[src/hw/rtl/mcr_pkg.sv]
// ----------------------------------------------------------------------------
// mcr_pkg
// Types, constants and register codes shared by the midpoint circle
// rasterizer and its step unit.
// ----------------------------------------------------------------------------
`default_nettype none

package mcr_pkg;

   // coordinate width of the ports and default internal coordinate width
   localparam int OUT_W          = 16;
   localparam int COORD_BITS_DEF = 16;

   // radius field and loop limits
   localparam int RAD_W      = 7;
   localparam int MAX_RADIUS = 88;
   localparam int STEP_CAP   = 64;
   localparam int CNT_W      = $clog2(STEP_CAP + 1);

   // decision variable: stays well inside +-1024 for radii up to 127
   localparam int D_W       = 12;
   localparam int D_INIT    = 3;
   localparam int D_INC_LO  = 6;
   localparam int D_INC_HI  = 10;

   // clip compare width: 16 bit edge plus 15 bit extent, signed
   localparam int CMP_W     = 18;
   localparam int CLIP_W    = 16;
   localparam int EXTENT_W  = 15;

   localparam logic [EXTENT_W-1:0] CLIP_WIDTH_RST  = 15'd4096;
   localparam logic [EXTENT_W-1:0] CLIP_HEIGHT_RST = 15'd4096;

   typedef enum logic [1:0] {
      CSR_CLIP_LEFT   = 2'd0,
      CSR_CLIP_TOP    = 2'd1,
      CSR_CLIP_WIDTH  = 2'd2,
      CSR_CLIP_HEIGHT = 2'd3
   } csr_idx_type;

   typedef enum logic [1:0] {
      ST_IDLE,
      ST_CHECK,
      ST_STEP
   } state_type;

   typedef struct packed {
      logic signed [OUT_W-1:0] center_x;
      logic signed [OUT_W-1:0] center_y;
      logic [RAD_W-1:0]        radius;
      logic                    fill_mode;
   } req_type;

   typedef struct packed {
      logic signed [OUT_W-1:0] x_plus_near;
      logic signed [OUT_W-1:0] x_minus_near;
      logic signed [OUT_W-1:0] x_plus_far;
      logic signed [OUT_W-1:0] x_minus_far;
      logic signed [OUT_W-1:0] y_plus_near;
      logic signed [OUT_W-1:0] y_minus_near;
      logic signed [OUT_W-1:0] y_plus_far;
      logic signed [OUT_W-1:0] y_minus_far;
      logic                    bbox_in_clip;
      logic                    last_step;
   } rsp_type;

   // iteration state handed between sequencer and step unit
   typedef struct packed {
      logic [RAD_W-1:0]        x;
      logic [RAD_W-1:0]        y;
      logic signed [D_W-1:0]   d;
   } iter_type;

endpackage

`default_nettype wire

[src/hw/rtl/mcr_step_unit.sv]
// ----------------------------------------------------------------------------
// mcr_step_unit
// One midpoint circle iteration: mirrors the current (x, y) around the
// center into eight coordinates and advances the decision variable.
// ----------------------------------------------------------------------------
`default_nettype none

module mcr_step_unit #(
   parameter int COORD_BITS = mcr_pkg::COORD_BITS_DEF
) (
   input  logic [COORD_BITS-1:0]    cx,
   input  logic [COORD_BITS-1:0]    cy,
   input  mcr_pkg::iter_type        iter_cur,
   input  logic [mcr_pkg::CNT_W-1:0] cnt_val,
   input  logic                     box_in,
   output mcr_pkg::iter_type        iter_nxt,
   output mcr_pkg::rsp_type         rsp
);
   import mcr_pkg::*;

   logic signed [D_W-1:0]  x_d;
   logic signed [D_W-1:0]  y_d;
   logic signed [D_W-1:0]  d_lo;
   logic signed [D_W-1:0]  d_hi;
   logic [COORD_BITS-1:0]  x_c;
   logic [COORD_BITS-1:0]  y_c;
   logic [COORD_BITS-1:0]  cx_pn, cx_mn, cx_pf, cx_mf;
   logic [COORD_BITS-1:0]  cy_pn, cy_mn, cy_pf, cy_mf;
   logic [CNT_W-1:0]       cnt_nxt;

   assign x_d = signed'(D_W'(iter_cur.x));
   assign y_d = signed'(D_W'(iter_cur.y));

   assign d_lo = iter_cur.d + (x_d <<< 2) + signed'(D_W'(D_INC_LO));
   assign d_hi = iter_cur.d + ((x_d - y_d) <<< 2) + signed'(D_W'(D_INC_HI));

   always_comb begin
      iter_nxt.x = iter_cur.x + 1'b1;
      if (iter_cur.d[D_W-1]) begin
         iter_nxt.y = iter_cur.y;
         iter_nxt.d = d_lo;
      end else begin
         iter_nxt.y = iter_cur.y - 1'b1;
         iter_nxt.d = d_hi;
      end
   end

   // coordinates wrap at COORD_BITS, then sign extend to the port width
   assign x_c   = COORD_BITS'(iter_cur.x);
   assign y_c   = COORD_BITS'(iter_cur.y);
   assign cx_pn = cx + x_c;
   assign cx_mn = cx - x_c;
   assign cx_pf = cx + y_c;
   assign cx_mf = cx - y_c;
   assign cy_pn = cy + x_c;
   assign cy_mn = cy - x_c;
   assign cy_pf = cy + y_c;
   assign cy_mf = cy - y_c;

   assign cnt_nxt = CNT_W'(cnt_val + 1'b1);

   always_comb begin
      rsp.x_plus_near  = OUT_W'(signed'(cx_pn));
      rsp.x_minus_near = OUT_W'(signed'(cx_mn));
      rsp.x_plus_far   = OUT_W'(signed'(cx_pf));
      rsp.x_minus_far  = OUT_W'(signed'(cx_mf));
      rsp.y_plus_near  = OUT_W'(signed'(cy_pn));
      rsp.y_minus_near = OUT_W'(signed'(cy_mn));
      rsp.y_plus_far   = OUT_W'(signed'(cy_pf));
      rsp.y_minus_far  = OUT_W'(signed'(cy_mf));
      rsp.bbox_in_clip = box_in;
      rsp.last_step    = (iter_nxt.x > iter_nxt.y) || (cnt_nxt == CNT_W'(STEP_CAP));
   end

endmodule

`default_nettype wire

[src/hw/rtl/midpoint_circle_rasterizer.sv]
// ----------------------------------------------------------------------------
// midpoint_circle_rasterizer
// Bresenham midpoint circle stepper with radius and bounding-box reject
// against a programmable clip rectangle; one mirrored result per iteration.
// ----------------------------------------------------------------------------
//  channel   ports                          direction  handshake
//  command   start, busy, req_data          in         start & !busy
//  result    rsp_valid, rsp_data            out        one-cycle strobe
//  csr       csr_we, csr_addr, csr_wdata    in         write on csr_we
//
//  a command is set up (capture, then clip test) and then runs its iteration
//  steps through the shared step unit, up to 64 steps (STEP_CAP)
//  a rejected command gives no result
//  busy goes high after the transfer and stays high until the cycle after
//  the last step; results cannot be stalled; reset is synchronous and clears
//  the sequencer and the clip registers, no clearing pass is needed
// ----------------------------------------------------------------------------
`default_nettype none

module midpoint_circle_rasterizer #(
   parameter int COORD_BITS = mcr_pkg::COORD_BITS_DEF
) (
   input  logic                            clock,
   input  logic                            reset,
   input  logic                            start,
   output logic                            busy,
   input  mcr_pkg::req_type                req_data,
   output logic                            rsp_valid,
   output mcr_pkg::rsp_type                rsp_data,
   input  logic                            csr_we,
   input  mcr_pkg::csr_idx_type            csr_addr,
   input  logic [mcr_pkg::CLIP_W-1:0]      csr_wdata
);
   import mcr_pkg::*;

   state_type                   state_ff, state_in;
   logic [COORD_BITS-1:0]       cx_ff, cx_in;
   logic [COORD_BITS-1:0]       cy_ff, cy_in;
   logic [RAD_W-1:0]            r_ff, r_in;
   logic                        fill_ff, fill_in;
   logic                        inside_ff, inside_in;
   iter_type                    iter_ff, iter_in;
   logic [CNT_W-1:0]            cnt_ff, cnt_in;
   rsp_type                     rsp_ff, rsp_in;
   logic                        rsp_valid_ff, rsp_valid_in;

   logic signed [CLIP_W-1:0]    clip_left_ff, clip_left_in;
   logic signed [CLIP_W-1:0]    clip_top_ff, clip_top_in;
   logic [EXTENT_W-1:0]         clip_width_ff, clip_width_in;
   logic [EXTENT_W-1:0]         clip_height_ff, clip_height_in;

   logic                        accept;
   logic [COORD_BITS-1:0]       r_c;
   logic [COORD_BITS-1:0]       x1, x2, y1, y2;
   logic signed [CMP_W-1:0]     x1_s, x2_s, y1_s, y2_s;
   logic signed [CMP_W-1:0]     left_s, top_s, right_s, bottom_s;
   logic                        bad_radius, outside, all_inside;
   iter_type                    iter_step;
   rsp_type                     rsp_step;

   assign busy      = (state_ff != ST_IDLE);
   assign accept    = start && !busy;
   assign rsp_valid = rsp_valid_ff;
   assign rsp_data  = rsp_ff;

   // bounding box vs clip rectangle: corners wrap, clip edge sums do not
   assign r_c      = COORD_BITS'(r_ff);
   assign x1       = cx_ff - r_c;
   assign x2       = cx_ff + r_c;
   assign y1       = cy_ff - r_c;
   assign y2       = cy_ff + r_c;
   assign x1_s     = CMP_W'(signed'(x1));
   assign x2_s     = CMP_W'(signed'(x2));
   assign y1_s     = CMP_W'(signed'(y1));
   assign y2_s     = CMP_W'(signed'(y2));
   assign left_s   = CMP_W'(clip_left_ff);
   assign top_s    = CMP_W'(clip_top_ff);
   assign right_s  = left_s + signed'(CMP_W'(clip_width_ff));
   assign bottom_s = top_s + signed'(CMP_W'(clip_height_ff));

   assign bad_radius = (r_ff == '0) || (r_ff > RAD_W'(MAX_RADIUS));
   assign outside    = (x2_s < left_s) || (x1_s >= right_s) ||
                       (y2_s < top_s) || (y1_s >= bottom_s);
   assign all_inside = !fill_ff && (x1_s >= left_s) && (y1_s >= top_s) &&
                       (x2_s < right_s) && (y2_s < bottom_s);

   mcr_step_unit #(
      .COORD_BITS (COORD_BITS)
   ) u_step (
      .cx       (cx_ff),
      .cy       (cy_ff),
      .iter_cur (iter_ff),
      .cnt_val  (cnt_ff),
      .box_in   (inside_ff),
      .iter_nxt (iter_step),
      .rsp      (rsp_step)
   );

   always_comb begin
      state_in       = state_ff;
      cx_in          = cx_ff;
      cy_in          = cy_ff;
      r_in           = r_ff;
      fill_in        = fill_ff;
      inside_in      = inside_ff;
      iter_in        = iter_ff;
      cnt_in         = cnt_ff;
      rsp_in         = rsp_ff;
      rsp_valid_in   = 1'b0;
      clip_left_in   = clip_left_ff;
      clip_top_in    = clip_top_ff;
      clip_width_in  = clip_width_ff;
      clip_height_in = clip_height_ff;

      if (csr_we) begin
         unique case (csr_addr)
            CSR_CLIP_LEFT:   clip_left_in   = signed'(csr_wdata);
            CSR_CLIP_TOP:    clip_top_in    = signed'(csr_wdata);
            CSR_CLIP_WIDTH:  clip_width_in  = csr_wdata[EXTENT_W-1:0];
            CSR_CLIP_HEIGHT: clip_height_in = csr_wdata[EXTENT_W-1:0];
            default: ;
         endcase
      end

      unique case (state_ff)
         ST_IDLE: begin
            if (accept) begin
               cx_in    = req_data.center_x[COORD_BITS-1:0];
               cy_in    = req_data.center_y[COORD_BITS-1:0];
               r_in     = req_data.radius;
               fill_in  = req_data.fill_mode;
               state_in = ST_CHECK;
            end
         end
         ST_CHECK: begin
            inside_in = all_inside;
            iter_in.x = '0;
            iter_in.y = r_ff;
            iter_in.d = signed'(D_W'(D_INIT)) - (signed'(D_W'(r_ff)) <<< 1);
            cnt_in    = '0;
            if (bad_radius || outside) begin
               state_in = ST_IDLE;
            end else begin
               state_in = ST_STEP;
            end
         end
         ST_STEP: begin
            rsp_in       = rsp_step;
            rsp_valid_in = 1'b1;
            iter_in      = iter_step;
            cnt_in       = CNT_W'(cnt_ff + 1'b1);
            if (rsp_step.last_step) begin
               state_in = ST_IDLE;
            end
         end
         default: begin
            state_in = ST_IDLE;
         end
      endcase
   end

   always_ff @(posedge clock) begin
      if (reset) begin
         state_ff       <= ST_IDLE;
         rsp_valid_ff   <= 1'b0;
         clip_left_ff   <= '0;
         clip_top_ff    <= '0;
         clip_width_ff  <= CLIP_WIDTH_RST;
         clip_height_ff <= CLIP_HEIGHT_RST;
      end else begin
         state_ff       <= state_in;
         rsp_valid_ff   <= rsp_valid_in;
         clip_left_ff   <= clip_left_in;
         clip_top_ff    <= clip_top_in;
         clip_width_ff  <= clip_width_in;
         clip_height_ff <= clip_height_in;
      end
   end

   always_ff @(posedge clock) begin
      cx_ff     <= cx_in;
      cy_ff     <= cy_in;
      r_ff      <= r_in;
      fill_ff   <= fill_in;
      inside_ff <= inside_in;
      iter_ff   <= iter_in;
      cnt_ff    <= cnt_in;
      rsp_ff    <= rsp_in;
   end

   // a result only follows a step cycle
   a_rsp_from_step: assert property (@(posedge clock) disable iff (reset)
      rsp_valid_ff |-> $past(state_ff == ST_STEP))
      else $error("result strobe without a step cycle");

   // a command transfer makes the block busy
   a_busy_after_start: assert property (@(posedge clock) disable iff (reset)
      accept |=> busy)
      else $error("not busy after command transfer");

   // the last step of a circle hands control back to idle
   a_last_to_idle: assert property (@(posedge clock) disable iff (reset)
      (rsp_valid_ff && rsp_ff.last_step) |-> (state_ff == ST_IDLE))
      else $error("sequencer still running after last step");

   // fill mode never reports the box in the clip
   a_fill_not_inside: assert property (@(posedge clock) disable iff (reset)
      rsp_valid_ff |-> !(fill_ff && rsp_ff.bbox_in_clip))
      else $error("box in clip flag set in fill mode");

   // the step count never runs past the cap
   a_cnt_bound: assert property (@(posedge clock) disable iff (reset)
      (state_ff == ST_STEP) |-> (cnt_ff < CNT_W'(STEP_CAP)))
      else $error("step count beyond cap");

endmodule

`default_nettype wire

[config.mk]
export PLATFORM = sky130hd
export DESIGN_NAME = midpoint_circle_rasterizer
export DESIGN_NICKNAME = d
export VERILOG_FILES = /design/src/hw/rtl/mcr_pkg.sv /design/src/hw/rtl/mcr_step_unit.sv /design/src/hw/rtl/midpoint_circle_rasterizer.sv
export SDC_FILE = /design/constraint.sdc
export NUM_CORES = 1
export LEC_CHECK = 0
export BUFFER_PORTS_ARGS = -buffer_cell sky130_fd_sc_hd__buf_2
export CORE_ASPECT_RATIO = 0.7
export CORE_MARGIN = 4
export CORE_UTILIZATION = 47
export DETAILED_ROUTE_END_ITERATION = 8
export PLACE_DENSITY_LB_ADDON = 0.12
export SLEW_MARGIN = 10
export SYNTH_ARGS = -nofsm -noshare
export SYNTH_HDL_FRONTEND = slang
export SYNTH_HIERARCHICAL = 1
export SYNTH_SLANG_ARGS = --single-unit
[constraint.sdc]
create_clock -name clock -period 14.1 [get_ports clock]
set_clock_uncertainty 0.15 [all_clocks]
set_input_delay 1.41 -clock clock [delete_from_list [all_inputs] [get_ports clock]]
set_output_delay 1.41 -clock clock [all_outputs]
set_load 0.02 [all_outputs]
**Yosys cells after proc, flatten, opt, wreduce, memory -nomap -nowiden**

Cells that the tools add are included.

- Add/subtract/negate cells: 23
- $lt $le $gt $ge: 10
- Eq/ne operators: 8
- Muxes and demuxes: 8
- Reductions and logical operators: 24

Operators by type and width:

| cell | number |
|---|---|
| 16-bit by 7-bit adder with 16-bit output | 6 |
| 16-bit by 7-bit subtractor with 16-bit output | 6 |
| 26-bit one-hot mux with 2 select lines | 1 |
| 16-bit by 16-bit adder with 17-bit output | 2 |
| 16-bit by 17-bit >= comparator with 1-bit output | 2 |
| 16-bit by 17-bit < comparator with 1-bit output | 2 |
| 16-bit >= comparator | 2 |
| 16-bit < comparator | 2 |
| 19-bit two-way mux | 1 |
| 7-bit by 1-bit adder with 7-bit output (second input constant) | 2 |
| 7-bit one-hot mux with 2 select lines | 1 |
| 12-bit by 10-bit adder with 12-bit output | 1 |
| 12-bit adder | 1 |
| 12-bit by 4-bit adder with 12-bit output (second input constant) | 1 |
| 12-bit by 5-bit adder with 12-bit output (second input constant) | 1 |
| 2-bit AND reduction | 6 |
| 2-bit by 8-bit subtractor with 9-bit output (first input constant) | 1 |
| 7-bit by 7-bit subtractor with 8-bit output | 1 |
| 7-bit equality test (second input constant) | 1 |
| 7-bit > comparator | 1 |
| 7-bit > comparator (second input constant) | 1 |
| 7-bit zero test | 1 |
| 7-bit by 1-bit subtractor with 7-bit output (second input constant) | 1 |
| 2-bit equality test (second input constant) | 3 |
| other kinds (10) | 26 |

- Register bits after elaboration: 269
- Input bits: 62
- Output and inout bits: 132
- Logic and storage cells: 98

**Longest topological paths before layout**

Gate-level depths: netlist of the first run.

- Depth after elaboration: 8
- Depth in mapped cells: 21
- Depth with buffers taken out: 21

**Cells and area by module**

Netlist of the first run, hierarchy kept.

By module, submodules not included:

| module | times used | cells each | area each (µm²) | seq. area each (µm²) |
|---|---|---|---|---|
| midpoint_circle_rasterizer | 1 | 1,355 | 14,906.8 | 7,427.1 |
| mcr_step_unit | 1 | 697 | 5,099.9 | 0.0 |

**Worst setup path before layout of the first run**

No wires, ideal clock.

- Kind: reg-to-reg
- Start: reg state_ff[0]
- End: reg state_ff[1]
- Arrival: 4.611 ns
- Required time: 13.827 ns
- Setup slack: 9.216 ns
- Stages on the path, launching flop included: 11
- Cell sequence: dfxtp_1 > inv_1 > ha_1 > nand2b_1 > o21a_1 > nand4b_1 > a211oi_1 > o41ai_1 > o31ai_1 > a41oi_1 > o21ai_1

- Cells in the longest elaborated chain, start to end: 5
- Elaborated cells between the ends (all ways): 10
- Those cells by class: 4 x eq/ne; 1 x mux; 5 x reduce/logical

Ends and longest elaborated chain:

| element | RTL line | text |
|---|---|---|
| start, declared | midpoint_circle_rasterizer.sv:36 | `state_type state_ff, state_in;` |
| start signal, assigned | midpoint_circle_rasterizer.sv:171 | `state_ff <= state_in;` |
| 2-bit nonzero test | midpoint_circle_rasterizer.sv:61 | `assign busy = (state_ff != ST_IDLE);` |
| 1-bit zero test | midpoint_circle_rasterizer.sv:62 | `assign accept = start && !busy;` |
| 1-bit logical AND | midpoint_circle_rasterizer.sv:62 |  |
| 2-bit != test (no line) | n/a |  |
| 2-bit AND reduction (no line) | n/a |  |

Several ways; a longest one is shown, not always the timed one.
A chain may end at the register's enable or synchronous reset.

==> run summary, run 1 <==
Status: complete, no violations
CTS buffer count: 30
Syn. warnings: 6
# fillers: 3,721
Setup Viol. Count Final: 0
Routed Wire Length: 57.9 mm
CTS resizes: 0
Final Power: 2.38 mW
Post-Synthesis Cells: 2,049
DIE AREA: 0.0459 mm²
Syn_nets: 2,420
Buffers added on ports: 193
Number of max-slew violations in the final report: 0
Period utilisation layout: 38.8%
Met1 Wirelength: 27.9 mm
RSZ-0062 raised after global routing: no
Initial antenna violation count: 2
GRT overflow: 0
Clock transition at path regs: 0.07 ns
Via-to-Cell Ratio: 5.60
Initial drt markers: 1,286
Core Util, Final: 54.0%
HP Class: flip-flop to flip-flop
Clk Latency, worst-skew pair: 0.59 ns
Startpoint types: flip-flop
TritonCTS clock tree: yes
Ports: 194
IR drop worst, VDD: 115 µV
CP Capture Type: flip-flop
CTS Hold Buffers Added: 0
Max-slew headroom: 23.7%
DRC errors left: 0
Max-cap violations: 0
Gpl congestion: 0.945
WL per Instance: 20.8 µm
Slowest cell on crit path: a211oi_1
Final instance area: 0.0224 mm²
Via count: 15,600
All-Layer GR Usage: 24.5%
Setup tns final: 0 ns
Layout cells sized above 1: 12.8%
Vias in the first global route: 15,000
Initial Util: 48.1%
Met2 wire len: 24.1 mm
Fin. Hold Viols: 0
CP max FO: 7
CP required: 14.47 ns
Sink Count: 268
Die H: 180 µm
Clk root buf: clkbuf_16
DPL Wire Length: 46.1 mm
Top Layer Used: met5
R2R setup slack: 8.63 ns
F_max: 183 MHz
Worst-Margin Slew: 1.14 ns
WL met3: 4.61 mm
Postcts setup bufs: 0
Global-route wire length before repair: 87.7 mm
Setup CP Type: flip-flop to flip-flop
Critical path's largest stage delay: 0.60 ns
Tmin final: 5.47 ns
Clock tree buffer depth: 3
Number of H-tree levels: 1
Post-layout net count: 2,594
Placed cell areas: 0.0214 mm²
Largest net degree at the start of global routing: 86
# rows: 62
Number of antenna-violating nets in the routed design: 0
Avg Cell Area, Syn: 9.74 µm²
Family with the most delay on the worst path: compound AO/OA/AOI/OAI gates
Data arrival time of the worst path: 5.84 ns
Pre-antenna DRT Iters: 5
Buffers & Inverters on Critical Path: 2
Post-synthesis cell area: 0.0200 mm²
Hold Slack: 0.312 ns
Core box area: 0.0415 mm²
Area grow syn2layout: 12.4%
Static leakage: 9.24 nW
PwrDens: 106 mW/mm²
Critical Path, Cell by Cell: inv_1 > ha_1 > nor4b_1 > nand3_1 > xnor2_1 > inv_1 > ha_1 > nand4_1 > o21ai_0 > o22ai_1 > o21ai_0 > nand2b_1 > o21a_1 > nand4b_1 > a211oi_1 > o41ai_1 > o31ai_1 > nand4_1 > o21ai_1
Die X: 254 µm
placed cells by master, fill, tap and decap left out, types with 17 or more instances in the layout:
| cell type | n |
|---|---|
| nor3_1 | 32 |
| buf_2 | 193 |
| clkbuf_16 | 30 |
| and2_1 | 19 |
| dfxtp_1 | 65 |
| o21a_1 | 20 |
| edfxtp_1 | 203 |
| fa_1 | 17 |
| a21oi_1 | 168 |
| xnor2_1 | 149 |
| nand3_1 | 40 |
| a211oi_1 | 18 |
| o21ai_0 | 72 |
| and3_1 | 17 |
| nand2b_1 | 32 |
| a21o_1 | 54 |
| nor2b_1 | 31 |
| xor2_1 | 75 |
| nand2_1 | 206 |
| nand4_1 | 17 |
| nor4_1 | 24 |
| nor2_1 | 111 |
| inv_1 | 159 |
| ha_1 | 291 |
state kept, by name (all words and copies together) (netlist names), 2 cells and up:
name	flops
rsp_data	130
iter_ff	25
clip_left_ff	16
clip_top_ff	16
cx_ff	16
cy_ff	16
clip_height_ff	15
clip_width_ff	15
cnt_ff	7
r_ff	7
state_ff	2
area by class of cell:
type	instances	area [µm²]	share of cell area, %
Sequential cell	268	7400	33.0
Clock buffer	37	807	3.60
Multi-Input combinational cell	1561	11700	52.1
Timing Repair Buffer	202	1030	4.61
Clock inverter	18	221	0.987
Inverter	160	601	2.68
Tap cell	544	681	3.03
Antenna cell	1	2.50	0.0112
final timing paths:
check                                       from                              to  cells past startpoint
hold / removal    clip_height_ff[0]$_SDFFE_PP0P_  clip_height_ff[0]$_SDFFE_PP0P_                      2
setup reg to reg           iter_ff[13]$_DFFE_PP_        state_ff[1]$_SDFFE_PP0P_                     19
setup / recovery           iter_ff[13]$_DFFE_PP_        state_ff[1]$_SDFFE_PP0P_                     19
hold reg to reg   clip_height_ff[0]$_SDFFE_PP0P_  clip_height_ff[0]$_SDFFE_PP0P_                      2
layer usage:
layer	global-route usage (%)	vias up
met5	0	-
met4	5.00	2
met3	4.46	62
met2	36.0	512
met1	37.6	7420
li1	-	7622
where the power goes:
part	switching, mW	total (mW)	internal [mW]
logic	0.374	0.633	0.259
registers	0.0425	0.929	0.887
clock network	0.341	0.822	0.481
total	0.757	2.38	1.63
tightest hold or removal path, stage by stage (launching register included):
cell and delay, ns:
dfxtp_1 0.31, nand2_1 0.05, a21oi_1 0.05
per-stage QoR:
stage / setup WS (ns) / cells
after detailed placement: 8.79 / 2735
after global placement: 8.86 / 2735
after global routing: 8.29 / 2791
after floorplan: 9.22 / 2049
final: 8.63 / 2791
after CTS: 8.74 / 2790
Note: power is estimated with default switching activity, not from simulation.
==> run 2: changes to the inputs <==
==> constraint.sdc (replaced) <==
create_clock -name clock -period 4.62 [get_ports clock]
set_clock_uncertainty 0.15 [all_clocks]
set_input_delay 0.462 -clock clock [delete_from_list [all_inputs] [get_ports clock]]
set_output_delay 0.462 -clock clock [all_outputs]
set_load 0.02 [all_outputs]
==> run 2 against run 1 <==
Clock power grew to 2.8 times the previous value. Sequential share of layout area shrank 1.2 points. Critical path depth grew 1. Register-to-register slack lost 8.4 ns. Core utilization grew 2.0 points. Maximum frequency grew 24%. Wire length grew 1.6%. Worst setup slack lost 8.4 ns. Critical endpoint is now inside_ff$_DFFE_PP_.
==> run summary, run 2 (synthesized netlist as in run 1, its figures left out) <==
Core box area: 0.0415 mm²
Hold Crit Start: csr_wdata[4]
RSZ-0062 raised after global routing: no
F_max: 226 MHz
Setup tns final: 0 ns
DPL Wire Length: 46.3 mm
GRT overflow: 0
Tmin final: 4.42 ns
# rows: 62
Via-to-Cell Ratio: 5.60
TritonCTS clock tree: yes
Sink Count: 268
Max reg flops: 130
Placed cell areas: 0.0218 mm²
Status: complete, no violations
Clock group share of total power: 32.3%
CP Capture Type: flip-flop
Sw frac: 32.0%
Via count: 16,200
Power Internal: 4.86 mW
Ports: 194
Highest-count cells in the layout ignoring fill and taps: 289 x ha_1, 206 x nand2_1, 203 x edfxtp_1
R2r startpoint: r_ff[1]$_DFFE_PP_
CP max FO: 3
Setup Viol. Count Final: 0
Clk Latency, worst-skew pair: 0.57 ns
Vias in the first global route: 15,400
IR drop worst, VDD: 277 µV
Initial drt markers: 1,353
Initial Util: 48.1%
Gpl congestion: 0.967
Inst Count DP: 2,786
Buffers added on ports: 193
Seq pwr share: 38.9%
Die H: 180 µm
Initial antenna violation count: 0
Worst-Margin Slew: 1.16 ns
Gate power share: 28.9%
HP Class: input port to flip-flop
Routed Wire Length: 58.8 mm
Number of diodes: 0
Global-route wire length before repair: 90.0 mm
Max-slew headroom: 22.4%
DIE AREA: 0.0459 mm²
Number of max-slew violations in the final report: 0
Die X: 254 µm
Period utilisation layout: 95.6%
Startpoint types: flip-flop
Final cell count without fillers: 2,888
PwrDens: 307 mW/mm²
Largest net degree at the start of global routing: 74
Pre-antenna DRT Iters: 6
Max-cap violations: 0
Number of H-tree levels: 1
Commonest non-fill, non-tap cell in the layout: ha_1
Area grow syn2layout: 16.6%
Crit path launch: r_ff[1]$_DFFE_PP_
All-Layer GR Usage: 24.9%
Clk root buf: clkbuf_16
DRC errors left: 0
Data arrival time of the worst path: 4.59 ns
Layout cells sized above 1: 15.4%
NetSw: 2.29 mW
WL per Instance: 20.4 µm
Number of antenna-violating nets in the routed design: 0
CP required: 4.79 ns
CTS buffer count: 29
Static leakage: 9.68 nW
Setup CP Type: flip-flop to flip-flop
Fin. Hold Viols: 0
Post-layout net count: 2,693
Clock tree buffer depth: 3
Clock transition at path regs: 0.07 ns
Final instance area: 0.0233 mm²
run 2: cell types whose count changed in the layout (fill, tap and decap cells not counted), moves of 3 or more:
cell	delta
dlygate4sd3_1	+41
clkinv_4	-3
clkinv_1	-4
a21oi_2	+3
a21oi_1	-3
clkinv_2	+4
buf_4	+59
bufinv_16	-3
run 2: cell type report:
| class | count | area (µm²) |
|---|---|---|
| fill | 3684 | 18200 |
| tap | 544 | 681 |
| sequential | 268 | 7400 |
| multi-input combinational | 1561 | 11800 |
| inverter | 160 | 601 |
| timing repair buffer | 302 | 1890 |
| clock inverter | 13 | 106 |
| clock buffer | 40 | 817 |
run 2: power groups by stage:
stage | sequential, mW | combinational [mW] | clock [mW]
final | 2.78 | 2.07 | 2.31
after global routing | 2.79 | 2.29 | 2.46
after CTS | 2.78 | 2.02 | 2.36
after detailed placement | 2.83 | 1.98 | 0
after global placement | 2.83 | 1.94 | 0
after floorplan | 2.82 | 1.41 | 0
run 2: per-stage QoR:
stage	power [mW]	utilization (%)	hold slack [ns]	setup slack, ns
2_1_floorplan	4.23	-	0.290	0.532
3_5_place_dp	4.81	52.5	0.303	0.0787
3_3_place_gp	4.77	52.5	0.297	0.141
5_1_grt	7.55	56.1	0.0167	0.000289
4_1_cts	7.16	55.7	0.00184	0.0432
6_report	7.15	56.1	0.0308	0.203
run 2: worst paths after layout:
| kind | end | slack (ns) | depth (start not counted) |
|---|---|---|---|
| min | clip_left_ff[4]$_SDFFE_PP0P_ | 0.03 | 3 |
| max | inside_ff$_DFFE_PP_ | 0.20 | 20 |
| max reg2reg | inside_ff$_DFFE_PP_ | 0.20 | 20 |
| min reg2reg | clip_height_ff[6]$_SDFFE_PP0P_ | 0.31 | 2 |
run 2: repair_timing:
item | 4_1_cts | 5_1_grt
resized for setup | 0 | 15
endpoints found under the setup margin | 0 | 2
hold endpoints to repair | 42 | 0
hold buffers | 41 | 0
buffers inserted | 0 | 8
run 2: metal layers:
layer  global-route usage, %  vias up  routed length (µm)
li1                        -     7831                   -
met4                    5.70        0                1440
met2                    37.3      513               25000
met5                       0        -                   0
met1                    38.0     7737               28700
met3                    3.72       78                3700
run 2: worst max-delay path, stage by stage, from the launching register on:
cell and delay (ns):
edfxtp_1 0.39, inv_1 0.11, buf_4 0.15, ha_1 0.24, nor2b_1 0.14, o21ai_0 0.23, a21o_1 0.21, a31oi_1 0.13
o21a_1 0.21, nor2_1 0.15, nand2_1 0.09, xnor2_1 0.32, ha_1 0.32, a21o_1 0.18, a21o_1 0.16, a21o_1 0.16
a21oi_1 0.16, o21ai_0 0.09, or3_2 0.42, o2111ai_1 0.12, a211oi_2 0.05
